## config.mk

```make
export PLATFORM = sky130hd
export DESIGN_NAME = form_urlencoded_tokenizer
export DESIGN_NICKNAME = d
export VERILOG_FILES = /design/src/design/fut_pkg.sv /design/src/design/form_urlencoded_tokenizer.sv /design/src/design/fut_scan.sv
export SDC_FILE = /design/constraint.sdc
export NUM_CORES = 1
export LEC_CHECK = 0
export ABC_CLOCK_PERIOD_IN_PS = 6200
export BUFFER_PORTS_ARGS = -buffer_cell sky130_fd_sc_hd__buf_2
export CELL_PAD_IN_SITES_DETAIL_PLACEMENT = 0
export CELL_PAD_IN_SITES_GLOBAL_PLACEMENT = 1
export CORE_MARGIN = 3
export CORE_UTILIZATION = 49
export CTS_CLUSTER_DIAMETER = 100
export CTS_CLUSTER_SIZE = 16
export DETAILED_ROUTE_END_ITERATION = 8
export PLACE_DENSITY_LB_ADDON = 0.1
export SLEW_MARGIN = 20
export SYNTH_ARGS = -nofsm -noshare
export SYNTH_HDL_FRONTEND = slang
export SYNTH_SLANG_ARGS = --single-unit
```

## constraint.sdc

```tcl
create_clock -name clk -period 6.2 [get_ports clk]
set_input_delay 0.62 -clock clk [delete_from_list [all_inputs] [get_ports clk]]
set_output_delay 0.62 -clock clk [all_outputs]
set_load 0.03 [all_outputs]
```

## src/design/fut_pkg.sv

```systemverilog
// ============================================================================
// fut_pkg: shared types and constants for the form body tokenizer
// Request and token structs, scanner codes, character constants and the
// hex digit decoder.
// ============================================================================
package fut_pkg;

	// Kind of one emitted token.
	typedef enum logic [1:0] {
		KIND_BYTE     = 2'd0,
		KIND_PAIR_END = 2'd1,
		KIND_ERROR    = 2'd2,
		KIND_DONE     = 2'd3
	} kind_t;

	// Scanner mode.
	typedef enum logic [1:0] {
		MODE_NORMAL  = 2'd0,
		MODE_HEX1    = 2'd1,
		MODE_HEX2    = 2'd2,
		MODE_DISCARD = 2'd3
	} scan_mode_t;

	// One raw byte request.
	typedef struct packed {
		logic [7:0] in_byte;
		logic       stream_end;
	} byte_req_t;

	// One decoded token.
	typedef struct packed {
		kind_t      kind;
		logic [7:0] out_byte;
		logic       in_value;
		logic       last_of_run;
	} token_t;

	// At most three tokens come from one request.
	localparam int MAX_RESULTS = 3;

	// Token queue sizing.
	localparam int FIFO_DEPTH = 4;
	localparam int PTR_W      = 2;
	localparam int CNT_W      = 3;

	typedef logic [1:0] res_count_t;

	// Everything the scanner produces for one request.
	typedef struct packed {
		res_count_t                    count;
		token_t [MAX_RESULTS-1:0]      tokens;
	} scan_out_t;

	// Characters with a special meaning in the body.
	localparam logic [7:0] CHAR_PLUS    = 8'h2B;
	localparam logic [7:0] CHAR_PERCENT = 8'h25;
	localparam logic [7:0] CHAR_EQUALS  = 8'h3D;
	localparam logic [7:0] CHAR_AMP     = 8'h26;
	localparam logic [7:0] CHAR_SPACE   = 8'h20;

	// Returns {ok, value}; ok is low for anything but 0-9, a-f and A-F.
	function automatic logic [4:0] hex_digit(input logic [7:0] c);
		logic [4:0] r;
		r = '0;
		case (c) inside
			[8'h30:8'h39]: r = {1'b1, 4'(c - 8'h30)};
			[8'h61:8'h66]: r = {1'b1, 4'(c - 8'h57)};
			[8'h41:8'h46]: r = {1'b1, 4'(c - 8'h37)};
			default:       r = '0;
		endcase
		return r;
	endfunction

	// Builds a token; the byte and side are only carried by byte tokens.
	function automatic token_t make_token(input kind_t k, input logic [7:0] b,
			input logic v);
		token_t t;
		t.kind        = k;
		t.out_byte    = (k == KIND_BYTE) ? b : 8'h00;
		t.in_value    = (k == KIND_BYTE) ? v : 1'b0;
		t.last_of_run = 1'b0;
		return t;
	endfunction

endpackage

```

## src/design/form_urlencoded_tokenizer.sv

```systemverilog
// ============================================================================
// form_urlencoded_tokenizer: streaming decoder for a form-encoded body
// Input register, single-pass scanner and a four-entry token queue.
// ============================================================================
// Takes one raw byte per clock and returns decoded tokens one per clock. A
// request is held in an input register, scanned in a single pass, and its
// tokens (none, one, or up to three on the final byte of a stream) are
// written into a four-entry queue whose head drives the token port; the
// tokens of a request pass through the input register and the queue before
// they reach the token port, and the move into the queue can stall.
// The input register moves on whenever the queue has room for three tokens,
// so ordinary bytes flow at one per clock. The single token port sets the
// sustained rate: a final byte that causes two or three tokens can hold the
// byte port, and back-pressure on the token port reaches the byte port once
// the queue holds more than one token.
module form_urlencoded_tokenizer (
	input  logic               clk,
	input  logic               arst_n,
	input  logic               byte_valid,
	output logic               byte_ready,
	input  fut_pkg::byte_req_t byte_data,
	output logic               token_valid,
	input  logic               token_ready,
	output fut_pkg::token_t    token_data
);
	import fut_pkg::*;

	byte_req_t        item_s1;
	logic             valid_s1;
	logic             advance;
	logic             pop;
	logic [CNT_W-1:0] push_n;
	scan_out_t        scan;

	token_t           fifo_q [FIFO_DEPTH];
	logic [PTR_W-1:0] head_q, tail_q;
	logic [CNT_W-1:0] count_q;

	// The held request moves into the scanner when the queue has room for the
	// most tokens that one request can produce.
	assign advance    = valid_s1 && (count_q <= CNT_W'(FIFO_DEPTH - MAX_RESULTS));
	assign byte_ready = !valid_s1 || advance;
	assign pop        = token_valid && token_ready;
	assign push_n     = advance ? {1'b0, scan.count} : '0;

	// Input register.
	always_ff @(posedge clk or negedge arst_n) begin
		if (!arst_n) begin
			valid_s1 <= 1'b0;
		end else if (byte_ready) begin
			valid_s1 <= byte_valid;
		end
	end

	always_ff @(posedge clk) begin
		if (byte_valid && byte_ready) begin
			item_s1 <= byte_data;
		end
	end

	// Scanner.
	fut_scan u_scan (
		.clk    (clk),
		.arst_n (arst_n),
		.step   (advance),
		.req    (item_s1),
		.result (scan)
	);

	// Token queue storage.
	always_ff @(posedge clk) begin
		for (int k = 0; k < MAX_RESULTS; k++) begin
			if (CNT_W'(k) < push_n) begin
				fifo_q[tail_q + PTR_W'(k)] <= scan.tokens[k];
			end
		end
	end

	// Token queue pointers and fill count.
	always_ff @(posedge clk or negedge arst_n) begin
		if (!arst_n) begin
			head_q  <= '0;
			tail_q  <= '0;
			count_q <= '0;
		end else begin
			tail_q  <= tail_q + push_n[PTR_W-1:0];
			head_q  <= head_q + PTR_W'(pop);
			count_q <= count_q + push_n - CNT_W'(pop);
		end
	end

	assign token_valid = (count_q != '0);
	assign token_data  = fifo_q[head_q];

endmodule

```

## src/design/fut_scan.sv

```systemverilog
// ============================================================================
// fut_scan: byte scanner of the form body tokenizer
// Holds the scan mode, the name/value side and the pending high nibble, and
// turns one request into up to three tokens in a single pass.
// ============================================================================
module fut_scan (
	input  logic               clk,
	input  logic               arst_n,
	input  logic               step,
	input  fut_pkg::byte_req_t req,
	output fut_pkg::scan_out_t result
);
	import fut_pkg::*;

	scan_mode_t mode_q, mode_next, mode_mid;
	logic       value_side_q, value_side_next, value_side_mid;
	logic [3:0] high_nibble_q, high_nibble_next, high_nibble_mid;

	logic       main_vld, tail_vld, done_vld;
	token_t     main_tok, tail_tok;
	logic [4:0] hex;
	token_t     cand [MAX_RESULTS];
	logic       cand_vld [MAX_RESULTS];
	res_count_t n;

	// State registers, advanced once per accepted request.
	always_ff @(posedge clk or negedge arst_n) begin
		if (!arst_n) begin
			mode_q        <= MODE_NORMAL;
			value_side_q  <= 1'b0;
			high_nibble_q <= 4'h0;
		end else if (step) begin
			mode_q        <= mode_next;
			value_side_q  <= value_side_next;
			high_nibble_q <= high_nibble_next;
		end
	end

	// Next state and tokens for the current byte.
	always_comb begin
		hex             = hex_digit(req.in_byte);
		mode_mid        = mode_q;
		value_side_mid  = value_side_q;
		high_nibble_mid = high_nibble_q;
		main_vld        = 1'b0;
		main_tok        = make_token(KIND_BYTE, req.in_byte, value_side_q);
		tail_vld        = 1'b0;
		tail_tok        = make_token(KIND_ERROR, 8'h00, 1'b0);
		done_vld        = 1'b0;

		case (mode_q)
			MODE_NORMAL: begin
				if (req.in_byte == CHAR_PLUS) begin
					main_vld = 1'b1;
					main_tok = make_token(KIND_BYTE, CHAR_SPACE, value_side_q);
				end else if (req.in_byte == CHAR_PERCENT) begin
					mode_mid = MODE_HEX1;
				end else if (req.in_byte == CHAR_EQUALS) begin
					value_side_mid = 1'b1;
				end else if (req.in_byte == CHAR_AMP) begin
					main_vld       = 1'b1;
					main_tok       = make_token(KIND_PAIR_END, 8'h00, 1'b0);
					value_side_mid = 1'b0;
				end else begin
					main_vld = 1'b1;
				end
			end
			MODE_HEX1: begin
				if (hex[4]) begin
					high_nibble_mid = hex[3:0];
					mode_mid        = MODE_HEX2;
				end else begin
					main_vld = 1'b1;
					main_tok = make_token(KIND_ERROR, 8'h00, 1'b0);
					mode_mid = MODE_DISCARD;
				end
			end
			MODE_HEX2: begin
				main_vld = 1'b1;
				if (hex[4]) begin
					main_tok = make_token(KIND_BYTE, {high_nibble_q, hex[3:0]},
						value_side_q);
					mode_mid = MODE_NORMAL;
				end else begin
					main_tok = make_token(KIND_ERROR, 8'h00, 1'b0);
					mode_mid = MODE_DISCARD;
				end
			end
			default: begin
			end
		endcase

		// Stream end: flush a cut escape or an open value, then done.
		if (req.stream_end) begin
			if (mode_mid == MODE_HEX1 || mode_mid == MODE_HEX2) begin
				tail_vld = 1'b1;
			end else if (mode_mid == MODE_NORMAL && value_side_mid) begin
				tail_vld = 1'b1;
				tail_tok = make_token(KIND_PAIR_END, 8'h00, 1'b0);
			end
			done_vld         = 1'b1;
			mode_next        = MODE_NORMAL;
			value_side_next  = 1'b0;
			high_nibble_next = 4'h0;
		end else begin
			mode_next        = mode_mid;
			value_side_next  = value_side_mid;
			high_nibble_next = high_nibble_mid;
		end
	end

	// Pack the present tokens into the low slots and flag the last one.
	always_comb begin
		cand[0]     = main_tok;
		cand[1]     = tail_tok;
		cand[2]     = make_token(KIND_DONE, 8'h00, 1'b0);
		cand_vld[0] = main_vld;
		cand_vld[1] = tail_vld;
		cand_vld[2] = done_vld;
		result      = '0;
		n           = '0;
		for (int i = 0; i < MAX_RESULTS; i++) begin
			if (cand_vld[i]) begin
				result.tokens[n] = cand[i];
				n = n + 2'd1;
			end
		end
		if (n != 2'd0) begin
			result.tokens[n - 2'd1].last_of_run = 1'b1;
		end
		result.count = n;
	end

endmodule

```

==> results by group, run 1 <==
Status
  – Status: finished, final reports clean

GRT
  – Grt met1 use: 29.3%
  – Most Used Layer, Global Route: met2
  – Initial antenna violation count: 0
  – Vias in the first global route: 2,902
  – Largest net degree at the start of global routing: 21
  – Met2 Usage GRT: 31.5%
  – Tot GR Track Use: 20.3%
  – Global-route wire length before repair: 15.3 mm
  – Grt ovf: 0
  – Met3 usage: 3.16%

Logic synthesis
  – Synthesized area: 4120 um^2
  – Synth Register Bits: 72
  – Mapped Cells: 367
  – Yosys Warn Count: 0
  – Register area share after synthesis: 50.7%
  – Avg Synthesized Cell Area: 11.2 um^2
  – Synth Flop Type: edfxtp_1
  – Syn_nets: 393
  – Number of synthesized flops with an enable pin: 57
  – Async S/R FF share, synth: 20.8%
  – Synth cell types: 59

Floorplan
  – Initial Util: 52.0%
  – IO Pins: 27
  – Die ar.: 9540 um^2
  – Row cnt: 32
  – Die extent in y: 97.7 um
  – Die W: 97.7 um
  – Core area: 7930 um^2

STA
  – Crit path time final: 4.72 ns
  – Relative slew slack: 49.8%
  – Setup TNS: 0 ns
  – # setup viols final: 0
  – Slew Limit Fails: 0
  – RSZ-0062 raised after global routing: no
  – Final hold violations: 0
  – Measured slew at the worst slew-check pin: 0.754 ns
  – Final Cycle Share: 76.2%
  – Max Fclk: 212 MHz
  – Clk_skew: 0.0167 ns

Detailed routing
  – Routed WL: 9.21 mm
  – Initial DRC count: 258
  – ANT nets after route: 0
  – Via Count: 3,007
  – Drt first pass iters: 5
  – Residual DRC count: 0
  – Vias per cell: 6.06
  – WL/cell: 18.6 um

Hold path
  – Worst Hold Class: in2async

Pwr
  – NetSw: 917 uW
  – Int Power: 1330 uW
  – Power Dens Cells: 495 nW/um^2
  – Flop pwr share: 39.4%
  – Combinational power share: 42.1%
  – VDD IR max: 0.270 mV
  – Clk pwr share: 18.5%
  – Static Leak: 0.00166 uW
  – Sw Ratio: 40.8%
  – Design Power: 2250 uW

Placed design
  – Placed Instances: 480
  – Post-detailed-placement half-perimeter wirelength: 6.82 mm
  – Post-Place Cell Area: 4320 um^2
  – Number of port buffers: 26
  – GP Congestion: 0.902

Clock network
  – Deepest clock path buffer count: 2
  – CTS Buf Count: 9
  – Cts hold-fix bufs: 0
  – Clock Root Buffer: clkbuf_8
  – PostCTS Resize Cnt: 0
  – Setup bufs post-CTS: 0
  – H-Tree Depth: 3
  – Clk sinks: 72
  – Clock latency on the worst-skew pair: 0.35 ns
  – Clock-pin slew on the worst setup and hold paths: 0.09 ns
  – CTS tree: built

Finish
  – Area of the multi-input gates: 1870 um^2
  – Register area: 2090 um^2
  – Non-Filler Instances: 496
  – Fillers: 683
  – Most common cell after layout, fill and taps aside: edfxtp_1
  – # diodes: 0
  – Layout net count: 415
  – Most frequent cells in the layout: 57 x edfxtp_1, 46 x nor2_1, 27 x nand2_1, 26 x buf_2, 18 x o21ai_0
  – Layout cells sized above 1: 16.0%
  – Area growth from synthesis to layout: 10.2%
  – Design area: 4540 um^2

Setup path
  – Crit Path Category: reg2reg
  – Delay-heaviest family, CP: simple AND/OR/NAND/NOR gates
  – Max FO, Critical Path: 9
  – Crit path cell chain: inv_1 -> ha_1 -> nor2_1 -> a2111oi_4 -> a21oi_1 -> a21oi_1 -> ha_1 -> o21a_1 -> nor2_1 -> nor2_1 -> inv_1 -> ha_1 -> and2_1 -> or3_1 -> or3_1 -> nand3_1 -> nor2_1
  – Crit path largest cell delay: 0.51 ns
  – Worst path bufs/invs: 2
  – Crit. End Element: flip-flop
  – Worst Path Required: 6.29 ns
  – Startpoint Class: flip-flop
  – Arrival time of the worst setup path: 4.81 ns
  – Most frequent CP cell: nor2_1
  – CP max-delay cell: edfxtp_1

Job
  – Max cap viols: 0
==> per-stage QoR <==
| step | util (%) | setup WS [ns] | hold WS, ns |
|---|---|---|---|
| after floorplan | - | 1.73 | 0.324 |
| after global placement | 54.5 | 1.65 | 0.545 |
| after detailed placement | 54.5 | 1.54 | 0.556 |
| after CTS | 57.3 | 1.51 | 0.174 |
| after global routing | 57.3 | 1.06 | 0.183 |
| final | 57.3 | 1.48 | 0.174 |
==> worst paths after layout <==
kind,startpoint,end,slack (ns),cells past startpoint
max reg2reg,item_s1[2]$_DFFE_PP_,fifo_q[2][5]$_SDFFCE_PP0P_,1.48,17
min in group clk,byte_data[1],item_s1[1]$_DFFE_PP_,0.44,1
min reg2reg,u_scan.high_nibble_q[3]$_DFFE_PN0P_,u_scan.high_nibble_q[3]$_DFFE_PN0P_,0.57,2
max in group asynchronous,arst_n,u_scan.value_side_q$_DFFE_PN0P_,5.74,1
max,item_s1[2]$_DFFE_PP_,fifo_q[2][5]$_SDFFCE_PP0P_,1.48,17
min,arst_n,tail_q[1]$_DFF_PN0_,0.17,1
==> power groups by stage <==
stage	registers, uW	logic, uW	clock network (uW)
global route	910	1050	444
finish	885	946	415
global placement	891	938	0
floorplan	790	800	0
CTS	888	949	421
detailed placement	899	945	0
==> layer usage <==
metal	routed length [um]	vias up
met1	4210	1437
li1	-	1440
met4	148	0
met3	549	11
met2	4300	119
met5	0	-
==> cell usage after synthesis (all sizes together), types with 7 or more instances <==
cell type  count  area (um^2)
nand2b         7         43.8
edfxtp        57         1710
and2           7         43.8
nand2         27          101
o21ai         18         90.1
a221o          8         80.1
buf           11         60.1
inv           16         65.1
ha            12          150
nor2          46          173
nor2b          9         56.3
clkbuf         9         33.8
dfrtp         15          375
nand3         13         65.1
a21oi         17         85.1
mux4          12          270
==> final cells by class <==
class / count / area share [%]
Inverter: 16 / 1.43
Multi-Input combinational cell: 259 / 41.3
Clock inverter: 6 / 2.04
Sequential cell: 72 / 46.0
Timing Repair Buffer: 31 / 3.69
Tap cell: 102 / 2.81
Clock buffer: 10 / 2.81
==> flip-flops by register name, indices dropped and copies added (netlist names) <==
signal	flops
fifo_q	48
u_scan.mode_q	2
item_s1	9
head_q	2
valid_s1	1
u_scan.value_side_q	1
count_q	3
u_scan.high_nibble_q	4
tail_q	2
==> cells by family (layout without fill, tap and decap cells) <==
kind of cell,count (synthesis),in the layout,synth area share (%)
mux,14,14,7.05
simple gates,136,136,16.7
flops,72,72,50.7
compound gates,89,89,16.1
buf+inv,36,63,3.86
fa+ha+maj,13,13,4.13
xor+xnor,7,7,1.49
Power figures use the tool's default switching activity.
==> inputs of run 2 (changes only) <==
--- a/config.mk
+++ b/config.mk
@@ -5,7 +5,7 @@
 export SDC_FILE = /design/constraint.sdc
 export NUM_CORES = 1
 export LEC_CHECK = 0
-export ABC_CLOCK_PERIOD_IN_PS = 6200
+export ABC_CLOCK_PERIOD_IN_PS = 4390
 export BUFFER_PORTS_ARGS = -buffer_cell sky130_fd_sc_hd__buf_2
 export CELL_PAD_IN_SITES_DETAIL_PLACEMENT = 0
 export CELL_PAD_IN_SITES_GLOBAL_PLACEMENT = 1
==> constraint.sdc (replaced) <==
create_clock -name clk -period 4.39 [get_ports clk]
set_input_delay 0.439 -clock clk [delete_from_list [all_inputs] [get_ports clk]]
set_output_delay 0.439 -clock clk [all_outputs]
set_load 0.03 [all_outputs]
==> run 2 against run 1 <==
Largest power group unchanged. Clock power rose by 42%. Critical path type unchanged. Die area is the same. First-iteration DRC count is 22% lower. Cell area increased by 2.5%.
==> results by group, run 2 (synthesized netlist as in run 1, its figures left out) <==
Floorplan
  – Die extent in y: 97.7 um
  – Row cnt: 32
  – IO Pins: 27
  – Core area: 7930 um^2
  – Initial Util: 52.0%
  – Die W: 97.7 um
  – Die ar.: 9540 um^2

GRT
  – Largest net degree at the start of global routing: 21
  – Global-route wire length before repair: 15.6 mm
  – Vias in the first global route: 3,007
  – Tot GR Track Use: 21.0%
  – Initial antenna violation count: 0
  – Grt ovf: 0

Status
  – Status: finished, final reports clean

Placed design
  – GP Congestion: 0.890
  – Post-Place Cell Area: 4400 um^2
  – Post-detailed-placement half-perimeter wirelength: 7.02 mm
  – Number of port buffers: 26

Finish
  – Core Util, Final: 58.7%
  – Design area: 4650 um^2
  – Area growth from synthesis to layout: 13.0%
  – Largest register FFs: 48
  – Most frequent cells in the layout: 57 x edfxtp_1, 46 x nor2_1, 27 x nand2_1, 26 x buf_2, 16 x buf_4
  – Regs by FF count: fifo_q: 48 flops, item_s1: 9 flops, u_scan.high_nibble_q: 4 flops
  – Biggest register: fifo_q
  – Layout cells sized above 1: 19.5%
  – # diodes: 0
  – Layout net count: 427
  – Most common cell after layout, fill and taps aside: edfxtp_1

STA
  – Relative slew slack: 48.6%
  – Clk_skew: 0.0158 ns
  – Crit path time final: 4.15 ns
  – Final Cycle Share: 94.5%
  – Final hold violations: 0
  – Slew Limit Fails: 0
  – Setup TNS: 0 ns
  – RSZ-0062 raised after global routing: no
  – # setup viols final: 0
  – Max Fclk: 241 MHz
  – Measured slew at the worst slew-check pin: 0.771 ns

Hold path
  – Worst Hold Class: in2reg

Setup path
  – Arrival time of the worst setup path: 4.21 ns
  – Crit Reg-Reg Startpoint: item_s1[1]$_DFFE_PP_
  – Worst R2R Setup Slack: 0.24 ns
  – Critical Path Start: item_s1[1]$_DFFE_PP_
  – Crit Path Category: reg2reg
  – Max FO, Critical Path: 12
  – Setup crit end: fifo_q[2][4]$_SDFFCE_PP0P_
  – R2R Path End: fifo_q[2][4]$_SDFFCE_PP0P_
  – Startpoint Class: flip-flop
  – Reg2Reg Depth: 17
  – Worst Path Required: 4.45 ns
  – Crit. End Element: flip-flop

Clock network
  – Clock-pin slew on the worst setup and hold paths: 0.08 ns
  – CTS Buf Count: 9
  – CTS tree: built
  – H-Tree Depth: 3
  – Clock latency on the worst-skew pair: 0.36 ns
  – Clk sinks: 72
  – Deepest clock path buffer count: 2
  – Clock Root Buffer: clkbuf_8

Detailed routing
  – ANT nets after route: 0
  – Drt first pass iters: 5
  – Initial DRC count: 200
  – Residual DRC count: 0
  – Vias per cell: 6.13
  – Routed WL: 9.55 mm
  – Via Count: 3,116
  – WL/cell: 18.8 um

Job
  – Max cap viols: 0

Pwr
  – Power Dens Cells: 694 nW/um^2
  – Static Leak: 0.00173 uW
  – VDD IR max: 0.305 mV
run 2: how the worst min path moves through the flow:
stage	startpoint	endpoint	slack (ns)	depth (start not counted)
2_1_floorplan	arst_n	count_q[0]$_DFF_PN0_	0.14	0
3_3_place_gp	arst_n	head_q[1]$_DFF_PN0_	0.38	1
3_5_place_dp	arst_n	head_q[1]$_DFF_PN0_	0.38	1
4_1_cts	byte_data[4]	item_s1[4]$_DFFE_PP_	0.23	1
5_1_grt	byte_data[6]	item_s1[6]$_DFFE_PP_	0.23	1
6_report	byte_data[3]	item_s1[3]$_DFFE_PP_	0.25	1
run 2: metal layers:
metal	up-vias	global-route usage (%)	wire, um
li1	1469	-	-
met1	1493	29.1	4180
met2	135	33.4	4550
met3	19	3.80	647
met4	0	7.35	173
met5	-	0	0
run 2: layout make-up:
cell class,count,area [um^2]
Inverter,16,65.1
Tap cell,102,128
Clock inverter,6,92.6
Sequential cell,72,2090
Timing Repair Buffer,43,260
Fill cell,674,3270
Multi-Input combinational cell,259,1890
Clock buffer,10,128
run 2: where the power goes:
part	switching (uW)	total, uW	leakage, uW	internal [uW]
Sequential	197	1230	0.000704	1030
Combinational	855	1410	0.000922	559
Clock	268	591	0.000103	323
Total	1320	3230	0.00173	1910
run 2: metrics by stage:
step                std cells  total power, uW  hold slack, ns  setup WS [ns]
floorplan                 367             2250           0.143         0.0368
global placement          491             2630           0.379          0.311
detailed placement        491             2650           0.384          0.147
CTS                       508             3240           0.234         0.0971
global route              508             3450           0.233         0.0194
finish                    508             3230           0.247          0.242
run 2: timing repair:
item	in CTS	in global routing
resized for setup	0	6
endpoints found under the setup margin	0	92
setup buffers	0	0
endpoints found under the hold margin	15	0
hold buffers	1	0
run 2: critical path, stage by stage (launching register included):
cell and delay [ns]:
edfxtp_1 0.47, inv_1 0.13, ha_1 0.28, o21bai_1 0.21, a21oi_2 0.14, a21oi_2 0.20
a21oi_1 0.06, a21o_1 0.18, ha_1 0.34, nor2_1 0.06, nor2_1 0.17, inv_1 0.07
ha_1 0.20, and2_1 0.18, or3_1 0.36, or3_1 0.42, o21ai_1 0.13, buf_4 0.23
